$ cat src/rtl/assert_macros.svh
// Assertion helpers used by the RTL.
`ifndef ASSERT_MACROS_SVH
`define ASSERT_MACROS_SVH

// Checked only while reset is released.
`define ASSERT_CLK_RST(lbl, clk, rstn, prop, msg) \
    lbl: assert property (@(posedge clk) disable iff (!rstn) prop) else $error(msg);

// Checked on every edge, reset included.
`define ASSERT_CLK(lbl, clk, prop, msg) \
    lbl: assert property (@(posedge clk) prop) else $error(msg);

`endif

$ cat src/rtl/svpwm_pkg.sv
`timescale 1ns / 1ps

package svpwm_pkg;

    localparam int unsigned SVM_Q   = 15;
    localparam int unsigned SVM_ONE = 32768;

    // 1/sqrt3 and 2/sqrt3 in Q15
    localparam logic signed [31:0] K_ONE_BY_SQRT3 = 32'sd18919;
    localparam logic signed [31:0] K_TWO_BY_SQRT3 = 32'sd37837;

    localparam logic [15:0] PWM_PERIOD_RST     = 16'd1714;
    localparam logic [15:0] MAX_MODULATION_RST = 16'd31130;
    localparam logic [15:0] MOD_LIMIT          = 16'd32768;

    localparam int unsigned CFG_INDEX_W = 2;
    typedef logic [CFG_INDEX_W-1:0] cfg_index_t;
    localparam cfg_index_t REG_PWM_PERIOD     = 2'd0;
    localparam cfg_index_t REG_MAX_MODULATION = 2'd1;

    typedef logic [2:0] sector_t;
    localparam sector_t SEC_1 = 3'd1;
    localparam sector_t SEC_2 = 3'd2;
    localparam sector_t SEC_3 = 3'd3;
    localparam sector_t SEC_4 = 3'd4;
    localparam sector_t SEC_5 = 3'd5;
    localparam sector_t SEC_6 = 3'd6;

    // Q15 dwell time, period product, count-domain time, and edge position widths
    typedef logic signed [17:0] qtime_t;
    typedef logic signed [34:0] qprod_t;
    typedef logic signed [19:0] count_t;
    typedef logic signed [21:0] edge_t;

endpackage

$ cat src/rtl/space_vector_pwm_duty_calculator.sv
`timescale 1ns / 1ps
`include "assert_macros.svh"

// Channel   Handshake              Payload
// s_        s_valid / s_ready      s_alpha, s_beta (signed Q15)
// m_        m_valid / m_ready      m_duty_a, m_duty_b, m_duty_c, m_sector
// cfg_      cfg_valid / cfg_ready  cfg_index, cfg_data
//
// Five register stages: beta products, sector and dwell select, period
// multiply, centering, clamp into the output register. One vector enters
// per cycle while the output is taken.
// Reset (aresetn low) empties the pipeline and reloads both registers.
// A stall on m_ready backs up stage by stage; an empty stage keeps
// accepting, so bubbles close up. cfg_ready is always high.
module space_vector_pwm_duty_calculator
    import svpwm_pkg::*;
(
    input  logic               aclk,
    input  logic               aresetn,

    input  logic               s_valid,
    output logic               s_ready,
    input  logic signed [15:0] s_alpha,
    input  logic signed [15:0] s_beta,

    output logic               m_valid,
    input  logic               m_ready,
    output logic        [15:0] m_duty_a,
    output logic        [15:0] m_duty_b,
    output logic        [15:0] m_duty_c,
    output logic        [2:0]  m_sector,

    input  logic               cfg_valid,
    output logic               cfg_ready,
    input  cfg_index_t         cfg_index,
    input  logic        [15:0] cfg_data
);

    localparam int unsigned NUM_STAGES = 5;

    // configuration registers
    logic [15:0] pwm_period_reg;
    logic [15:0] max_modulation_reg;

    assign cfg_ready = 1'b1;

    always_ff @(posedge aclk) begin
        if (!aresetn) begin
            pwm_period_reg     <= PWM_PERIOD_RST;
            max_modulation_reg <= MAX_MODULATION_RST;
        end else if (cfg_valid && cfg_ready) begin
            case (cfg_index)
                REG_PWM_PERIOD:     pwm_period_reg     <= cfg_data;
                REG_MAX_MODULATION: max_modulation_reg <= cfg_data;
                default: ;
            endcase
        end
    end

    // stage valids and advance enables
    logic [NUM_STAGES-1:0] valid_reg;
    logic [NUM_STAGES-1:0] valid_next;
    logic [NUM_STAGES-1:0] adv;

    always_comb begin
        adv[NUM_STAGES-1] = !valid_reg[NUM_STAGES-1] || m_ready;
        for (int i = NUM_STAGES - 2; i >= 0; i--) begin
            adv[i] = !valid_reg[i] || adv[i+1];
        end
    end

    always_comb begin
        valid_next = valid_reg;
        if (adv[0]) begin
            valid_next[0] = s_valid;
        end
        for (int i = 1; i < NUM_STAGES; i++) begin
            if (adv[i]) begin
                valid_next[i] = valid_reg[i-1];
            end
        end
    end

    always_ff @(posedge aclk) begin
        if (!aresetn) begin
            valid_reg <= '0;
        end else begin
            valid_reg <= valid_next;
        end
    end

    assign s_ready = adv[0];
    assign m_valid = valid_reg[NUM_STAGES-1];

    // ---------------- stage 1: beta products, clamp ceiling ----------------
    logic signed [15:0] st1_alpha_reg, st1_alpha_next;
    logic signed [31:0] st1_b1p_reg,   st1_b1p_next;
    logic signed [31:0] st1_b2p_reg,   st1_b2p_next;
    logic        [15:0] st1_per_reg,   st1_per_next;
    logic        [15:0] st1_tmax_reg,  st1_tmax_next;

    logic [15:0] mm_sat;
    logic [16:0] mod_scale;
    logic [32:0] tmax_prod;

    always_comb begin
        mm_sat    = (max_modulation_reg > MOD_LIMIT) ? MOD_LIMIT : max_modulation_reg;
        mod_scale = 17'(SVM_ONE) + 17'(mm_sat);
        tmax_prod = 33'(pwm_period_reg) * 33'(mod_scale);

        st1_alpha_next = s_alpha;
        st1_b1p_next   = 32'(s_beta) * K_ONE_BY_SQRT3;
        st1_b2p_next   = 32'(s_beta) * K_TWO_BY_SQRT3;
        st1_per_next   = pwm_period_reg;
        st1_tmax_next  = tmax_prod[SVM_Q+16:SVM_Q+1];
    end

    always_ff @(posedge aclk) begin
        if (adv[0]) begin
            st1_alpha_reg <= st1_alpha_next;
            st1_b1p_reg   <= st1_b1p_next;
            st1_b2p_reg   <= st1_b2p_next;
            st1_per_reg   <= st1_per_next;
            st1_tmax_reg  <= st1_tmax_next;
        end
    end

    // ---------------- stage 2: sector and dwell select ----------------
    qtime_t             st2_ta_reg,   st2_ta_next;
    qtime_t             st2_tb_reg,   st2_tb_next;
    sector_t            st2_sec_reg,  st2_sec_next;
    logic        [15:0] st2_per_reg,  st2_per_next;
    logic        [15:0] st2_tmax_reg, st2_tmax_next;

    logic signed [31:0] b1_sh, b2_sh;
    qtime_t             al_x, b1_x, b2_x;
    logic               beta_neg, alpha_neg;

    always_comb begin
        b1_sh     = st1_b1p_reg >>> SVM_Q;
        b2_sh     = st1_b2p_reg >>> SVM_Q;
        al_x      = 18'(st1_alpha_reg);
        b1_x      = 18'(b1_sh);
        b2_x      = 18'(b2_sh);
        beta_neg  = st1_b1p_reg[31];
        alpha_neg = st1_alpha_reg[15];

        if (!beta_neg) begin
            if (!alpha_neg) begin
                st2_sec_next = (b1_x > al_x) ? SEC_2 : SEC_1;
            end else begin
                st2_sec_next = (-b1_x > al_x) ? SEC_3 : SEC_2;
            end
        end else begin
            if (!alpha_neg) begin
                st2_sec_next = (-b1_x > al_x) ? SEC_5 : SEC_6;
            end else begin
                st2_sec_next = (b1_x > al_x) ? SEC_4 : SEC_5;
            end
        end

        case (st2_sec_next)
            SEC_1: begin
                st2_ta_next = al_x - b1_x;
                st2_tb_next = b2_x;
            end
            SEC_2: begin
                st2_ta_next = al_x + b1_x;
                st2_tb_next = b1_x - al_x;
            end
            SEC_3: begin
                st2_ta_next = b2_x;
                st2_tb_next = -al_x - b1_x;
            end
            SEC_4: begin
                st2_ta_next = b1_x - al_x;
                st2_tb_next = -b2_x;
            end
            SEC_5: begin
                st2_ta_next = -al_x - b1_x;
                st2_tb_next = al_x - b1_x;
            end
            default: begin
                st2_ta_next = -b2_x;
                st2_tb_next = al_x + b1_x;
            end
        endcase

        st2_per_next  = st1_per_reg;
        st2_tmax_next = st1_tmax_reg;
    end

    always_ff @(posedge aclk) begin
        if (adv[1]) begin
            st2_ta_reg   <= st2_ta_next;
            st2_tb_reg   <= st2_tb_next;
            st2_sec_reg  <= st2_sec_next;
            st2_per_reg  <= st2_per_next;
            st2_tmax_reg <= st2_tmax_next;
        end
    end

    // ---------------- stage 3: scale by period ----------------
    qprod_t             st3_pa_reg,   st3_pa_next;
    qprod_t             st3_pb_reg,   st3_pb_next;
    sector_t            st3_sec_reg,  st3_sec_next;
    logic        [15:0] st3_per_reg,  st3_per_next;
    logic        [15:0] st3_tmax_reg, st3_tmax_next;

    logic signed [16:0] per_s;

    always_comb begin
        per_s         = $signed({1'b0, st2_per_reg});
        st3_pa_next   = 35'(st2_ta_reg) * 35'(per_s);
        st3_pb_next   = 35'(st2_tb_reg) * 35'(per_s);
        st3_sec_next  = st2_sec_reg;
        st3_per_next  = st2_per_reg;
        st3_tmax_next = st2_tmax_reg;
    end

    always_ff @(posedge aclk) begin
        if (adv[2]) begin
            st3_pa_reg   <= st3_pa_next;
            st3_pb_reg   <= st3_pb_next;
            st3_sec_reg  <= st3_sec_next;
            st3_per_reg  <= st3_per_next;
            st3_tmax_reg <= st3_tmax_next;
        end
    end

    // stage 4: center the x, y and z edge positions
    edge_t              st4_x_reg,    st4_x_next;
    edge_t              st4_y_reg,    st4_y_next;
    edge_t              st4_z_reg,    st4_z_next;
    sector_t            st4_sec_reg,  st4_sec_next;
    logic        [15:0] st4_tmax_reg, st4_tmax_next;

    qprod_t ca_sh, cb_sh;
    count_t ca, cb;
    edge_t  ca_x, cb_x, sum, sum_adj;

    always_comb begin
        ca_sh   = st3_pa_reg >>> SVM_Q;
        cb_sh   = st3_pb_reg >>> SVM_Q;
        ca      = ca_sh[19:0];
        cb      = cb_sh[19:0];
        ca_x    = 22'(ca);
        cb_x    = 22'(cb);
        sum     = $signed({6'd0, st3_per_reg}) + ca_x + cb_x;
        // halve toward zero: bias negatives up by one
        sum_adj = sum + $signed({21'd0, sum[21]});

        st4_x_next = sum_adj >>> 1;
        // odd sectors step down by the first dwell, even ones by the second
        st4_y_next = st4_x_next - (st3_sec_reg[0] ? ca_x : cb_x);
        st4_z_next = st4_x_next - (ca_x + cb_x);

        st4_sec_next  = st3_sec_reg;
        st4_tmax_next = st3_tmax_reg;
    end

    always_ff @(posedge aclk) begin
        if (adv[3]) begin
            st4_x_reg    <= st4_x_next;
            st4_y_reg    <= st4_y_next;
            st4_z_reg    <= st4_z_next;
            st4_sec_reg  <= st4_sec_next;
            st4_tmax_reg <= st4_tmax_next;
        end
    end

    // ---------------- stage 5: phase map, clamp, output ----------------
    logic    [15:0] duty_a_reg, duty_a_next;
    logic    [15:0] duty_b_reg, duty_b_next;
    logic    [15:0] duty_c_reg, duty_c_next;
    sector_t        sector_reg, sector_next;

    edge_t ea, eb, ec, tmax_x;

    function automatic logic [15:0] clamp_edge(input edge_t v, input edge_t hi);
        logic [15:0] r;
        if (v < 0) begin
            r = '0;
        end else if (v > hi) begin
            r = hi[15:0];
        end else begin
            r = v[15:0];
        end
        return r;
    endfunction

    always_comb begin
        case (st4_sec_reg)
            SEC_1: begin
                ea = st4_x_reg; eb = st4_y_reg; ec = st4_z_reg;
            end
            SEC_2: begin
                ea = st4_y_reg; eb = st4_x_reg; ec = st4_z_reg;
            end
            SEC_3: begin
                ea = st4_z_reg; eb = st4_x_reg; ec = st4_y_reg;
            end
            SEC_4: begin
                ea = st4_z_reg; eb = st4_y_reg; ec = st4_x_reg;
            end
            SEC_5: begin
                ea = st4_y_reg; eb = st4_z_reg; ec = st4_x_reg;
            end
            default: begin
                ea = st4_x_reg; eb = st4_z_reg; ec = st4_y_reg;
            end
        endcase

        tmax_x      = $signed({6'd0, st4_tmax_reg});
        duty_a_next = clamp_edge(ea, tmax_x);
        duty_b_next = clamp_edge(eb, tmax_x);
        duty_c_next = clamp_edge(ec, tmax_x);
        sector_next = st4_sec_reg;
    end

    always_ff @(posedge aclk) begin
        if (adv[4]) begin
            duty_a_reg <= duty_a_next;
            duty_b_reg <= duty_b_next;
            duty_c_reg <= duty_c_next;
            sector_reg <= sector_next;
        end
    end

    assign m_duty_a = duty_a_reg;
    assign m_duty_b = duty_b_reg;
    assign m_duty_c = duty_c_reg;
    assign m_sector = sector_reg;

    // ---------------- checks ----------------
    `ASSERT_CLK(a_reset_empties, aclk, !aresetn |=> !m_valid, "output valid right after reset")

    `ASSERT_CLK_RST(a_sector_range, aclk, aresetn,
        m_valid |-> (m_sector >= SEC_1 && m_sector <= SEC_6), "sector out of range")

    `ASSERT_CLK_RST(a_sector1_order, aclk, aresetn,
        (m_valid && m_sector == SEC_1) |-> (m_duty_a >= m_duty_b && m_duty_b >= m_duty_c),
        "sector 1 phase order broken")

endmodule
$ cat config.mk
export PLATFORM = sky130hd
export DESIGN_NAME = space_vector_pwm_duty_calculator
export DESIGN_NICKNAME = d
export VERILOG_FILES = /design/src/rtl/svpwm_pkg.sv /design/src/rtl/space_vector_pwm_duty_calculator.sv
export VERILOG_INCLUDE_DIRS = /design/src /design/src/rtl
export SDC_FILE = /design/constraint.sdc
export NUM_CORES = 2
export LEC_CHECK = 0
export ABC_CLOCK_PERIOD_IN_PS = 7100
export BUFFER_PORTS_ARGS = -buffer_cell sky130_fd_sc_hd__buf_4
export CORE_MARGIN = 1
export CORE_UTILIZATION = 25
export DETAILED_ROUTE_END_ITERATION = 16
export GPL_TIMING_DRIVEN = 0
export PLACE_DENSITY = 0.4
export RECOVER_POWER = 50
export SETUP_SLACK_MARGIN = 0.4
export SKIP_CTS_REPAIR_TIMING = 1
export SLEW_MARGIN = 20
export SYNTH_ARGS = -nofsm -noshare
export SYNTH_HDL_FRONTEND = slang
export SYNTH_SLANG_ARGS = --single-unit
$ cat constraint.sdc
create_clock -name aclk -period 7.1 [get_ports aclk]
set_clock_uncertainty 0.15 [all_clocks]
set_input_delay 1.42 -clock aclk [delete_from_list [all_inputs] [get_ports aclk]]
set_output_delay 1.42 -clock aclk [all_outputs]
set_load 0.005 [all_outputs]
==> results by group <==
Outcome
  – Status: finished clean

Place
  – Dpl ws: -1.72 ns
  – Final RePlAce weighted congestion: between 0.8 and 0.9
  – IO buf count: around 110
  – HPWL after detailed placement: ~170000 um

Critical path
  – CP max-delay cell: fa_1
  – CP endpoint kind: register
  – WP data arrival: 7.19 ns
  – Most used cell, CP: fa_1
  – Crit Path Class: register to register
  – Req. time, crit path: ~7.4 ns
  – Max incr delay on CP: 0.57 ns
  – CP Launch Type: register
  – Worst Path Max Fanout: 7

Yosys
  – Ys async rst share: 0
  – Mux share of post-synthesis cell area: 0.00746
  – Leading area contributor after synthesis: fa_1
  – Post-synthesis cell count: between 6000 and 7000
  – Share of the synthesized area in the top cell type: 0.316
  – Mapped Area: roughly 64000 um^2
  – FF+latch count, synth: 400
  – Cell variety after synth: 89
  – Number of synthesized flops with an enable pin: approximately 360
  – Synth Area in XOR/XNOR: 0.0356
  – Synthesized area per cell: 9.70 um^2
  – Prevailing post-synth register cell: edfxtp_1
  – Ys Warns: 0
  – Synth Area in Adders: 0.461
  – Synth area leaders: fa_1, edfxtp_1, ha_1
  – Seq/Total Area, Yosys: 0.183
  – Compound-Gate Fraction of Synth Area: 0.0907
  – Synth Area in Simple Gates: 0.129
  – Syn Nets: between 8000 and 9000
  – Top cells by count, synth: inv_1, fa_1, ha_1
  – Most common cell in the synthesized netlist: inv_1
  – Largest family of logic cells by synthesized area: adder cells

Floorplanning
  – Die Wd: between 500 and 600 um
  – Initial core utilization: 0.251
  – Die ar.: 257000 um^2
  – Core area: approximately 250000 um^2
  – IO Pins: about 110
  – Num rows: about 190
  – Die H: approximately 500 um

STA
  – Worst Tran Pin Value: roughly 1.0 ns
  – Period utilisation layout: 0.975
  – Fin Hold WS: 0.263 ns
  – F_max: 0.144 GHz
  – Slew Limit Fails: 0
  – RSZ-0062 raised after global routing: true
  – Fin worst setup slack: around 0.18 ns
  – Slew HR: 0.324
  – Setup violators final: 0
  – Minimum clock period: around 6.9 ns
  – Hold Vio Cnt, Final: 0

GRT
  – Pin count of the biggest net entering global routing: between 50 and 60
  – First-pass GRT wire length: a little over 300000 um
  – GRT Total Usage: 0.156
  – Total gr overflow: 0
  – Initial antenna violation count: 11
  – Vias in the first global route: just under 50000

CTS
  – Clk sinks: 400
  – Clk buf depth: 3
  – CTS root buf: clkbuf_16
  – Maximum level of the CTS H-tree: 2
  – Clock slew at reported path FFs: ~0.060 ns
  – Num CTS Buffers: 53
  – CTS tree: yes
  – Clk_lat worst skew: about 0.68 ns

Routing
  – Vias: approximately 46000
  – 1st-iter DRT viols: ~2900
  – Remaining routing DRC violations: 0
  – WL per Instance: between 15 and 20 um
  – Via density: 4.50
  – Drt pass-1 iters: 6
  – Post-route ant nets: 0
  – Routed wire length: roughly 200000 um

Final layout
  – Area growth syn-to-layout: 15.7%
  – Finished Core Util: 0.290
  – Layout cells sized above 1: 0.102
  – Nets: slightly below 9000

Flow run
  – Max-cap violation count: 0

Min path
  – Worst min path class: register to register
-- kinds of logic after synthesis --
kind of cell / after synthesis
multiplexers: 46
buffers and inverters: 1583
adder cells (fa/ha/maj): 1742
other: 2
flip-flops: 400
XOR/XNOR: 259
AND/OR/NAND/NOR: 1700
AO/OA/AOI/OAI: 843
-- final timing paths --
check,from,slack [ns],to,depth (start not counted)
hold / removal,st3_tmax_reg[4],0.26,st4_tmax_reg[4],0
setup / recovery,max_modulation_reg[15],0.18,st1_tmax_reg[8],25
hold reg to reg,st3_tmax_reg[4],0.26,st4_tmax_reg[4],0
setup reg to reg,max_modulation_reg[15],0.18,st1_tmax_reg[8],25
-- final cells by class --
cell class,instances,area [um^2]
diodes,1,2.50
plain buffers,229,1470
clock buffers,59,1350
clock inverters,38,492
fillers,26800,180000
inverters,1354,5090
multi-input cells,4592,47400
flip-flops and latches,400,11700
well taps,3366,4210
repair buffers,237,2040
-- layer usage --
metal	vias up	GRT usage	wire length (um)
li1	21600	-	-
met1	23500	0.213	92800
met2	883	0.269	96800
met3	179	0.0118	6650
met4	2	0.0330	4310
met5	-	0	7
-- worst max-delay path: cells and delay by family (launching register included) --
family | cells | cell delay, ns
adders and majority gates | 7 | 3.38
DFF | 1 | 0.46
buffers and inverters | 6 | 0.53
AOI/OAI and AO/OA | 7 | 1.57
and+or+nand+nor | 4 | 0.43
xor gates and xnor gates | 1 | 0.13
-- placed cells by master (no fill, tap or decap), types with 22 or more instances in the layout --
| cell type | instances |
|---|---|
| xor2_1 | 60 |
| nand4_1 | 33 |
| a31oi_1 | 22 |
| and2_1 | 377 |
| nand2b_1 | 38 |
| nor3_1 | 49 |
| a21o_1 | 78 |
| buf_6 | 32 |
| nor2b_1 | 41 |
| buf_2 | 22 |
| nand3_1 | 61 |
| a211oi_1 | 32 |
| clkbuf_2 | 37 |
| nor2_1 | 225 |
| and3_1 | 25 |
| a22oi_1 | 42 |
| ha_1 | 703 |
| xnor2_1 | 183 |
| clkbuf_16 | 54 |
| mux2i_1 | 43 |
| a221oi_1 | 31 |
| dfxtp_1 | 26 |
| ha_4 | 23 |
| buf_4 | 227 |
| inv_1 | 1335 |
| o22ai_1 | 43 |
| o21ai_0 | 94 |
| clkbuf_1 | 97 |
| fa_1 | 991 |
| o21a_1 | 56 |
| nand2_1 | 705 |
| edfxtp_1 | 363 |
| o221ai_1 | 25 |
| a21oi_1 | 178 |
| o21bai_1 | 24 |
-- through the flow --
step / std cells / instance area (um^2) / setup TNS [ns]
finish: 10300 / 73800 / 0
floorplan: 6575 / 63900 / 0
CTS: 10100 / 70900 / -58.89
global route: 10300 / 73800 / -0.216
detailed placement: 10100 / 69000 / -63.92
global placement: 10000 / 68900 / -68.65
Power is left out: the tool's default activity adds up to more than one toggle a clock period on the data nets, which glitch-free logic cannot reach.
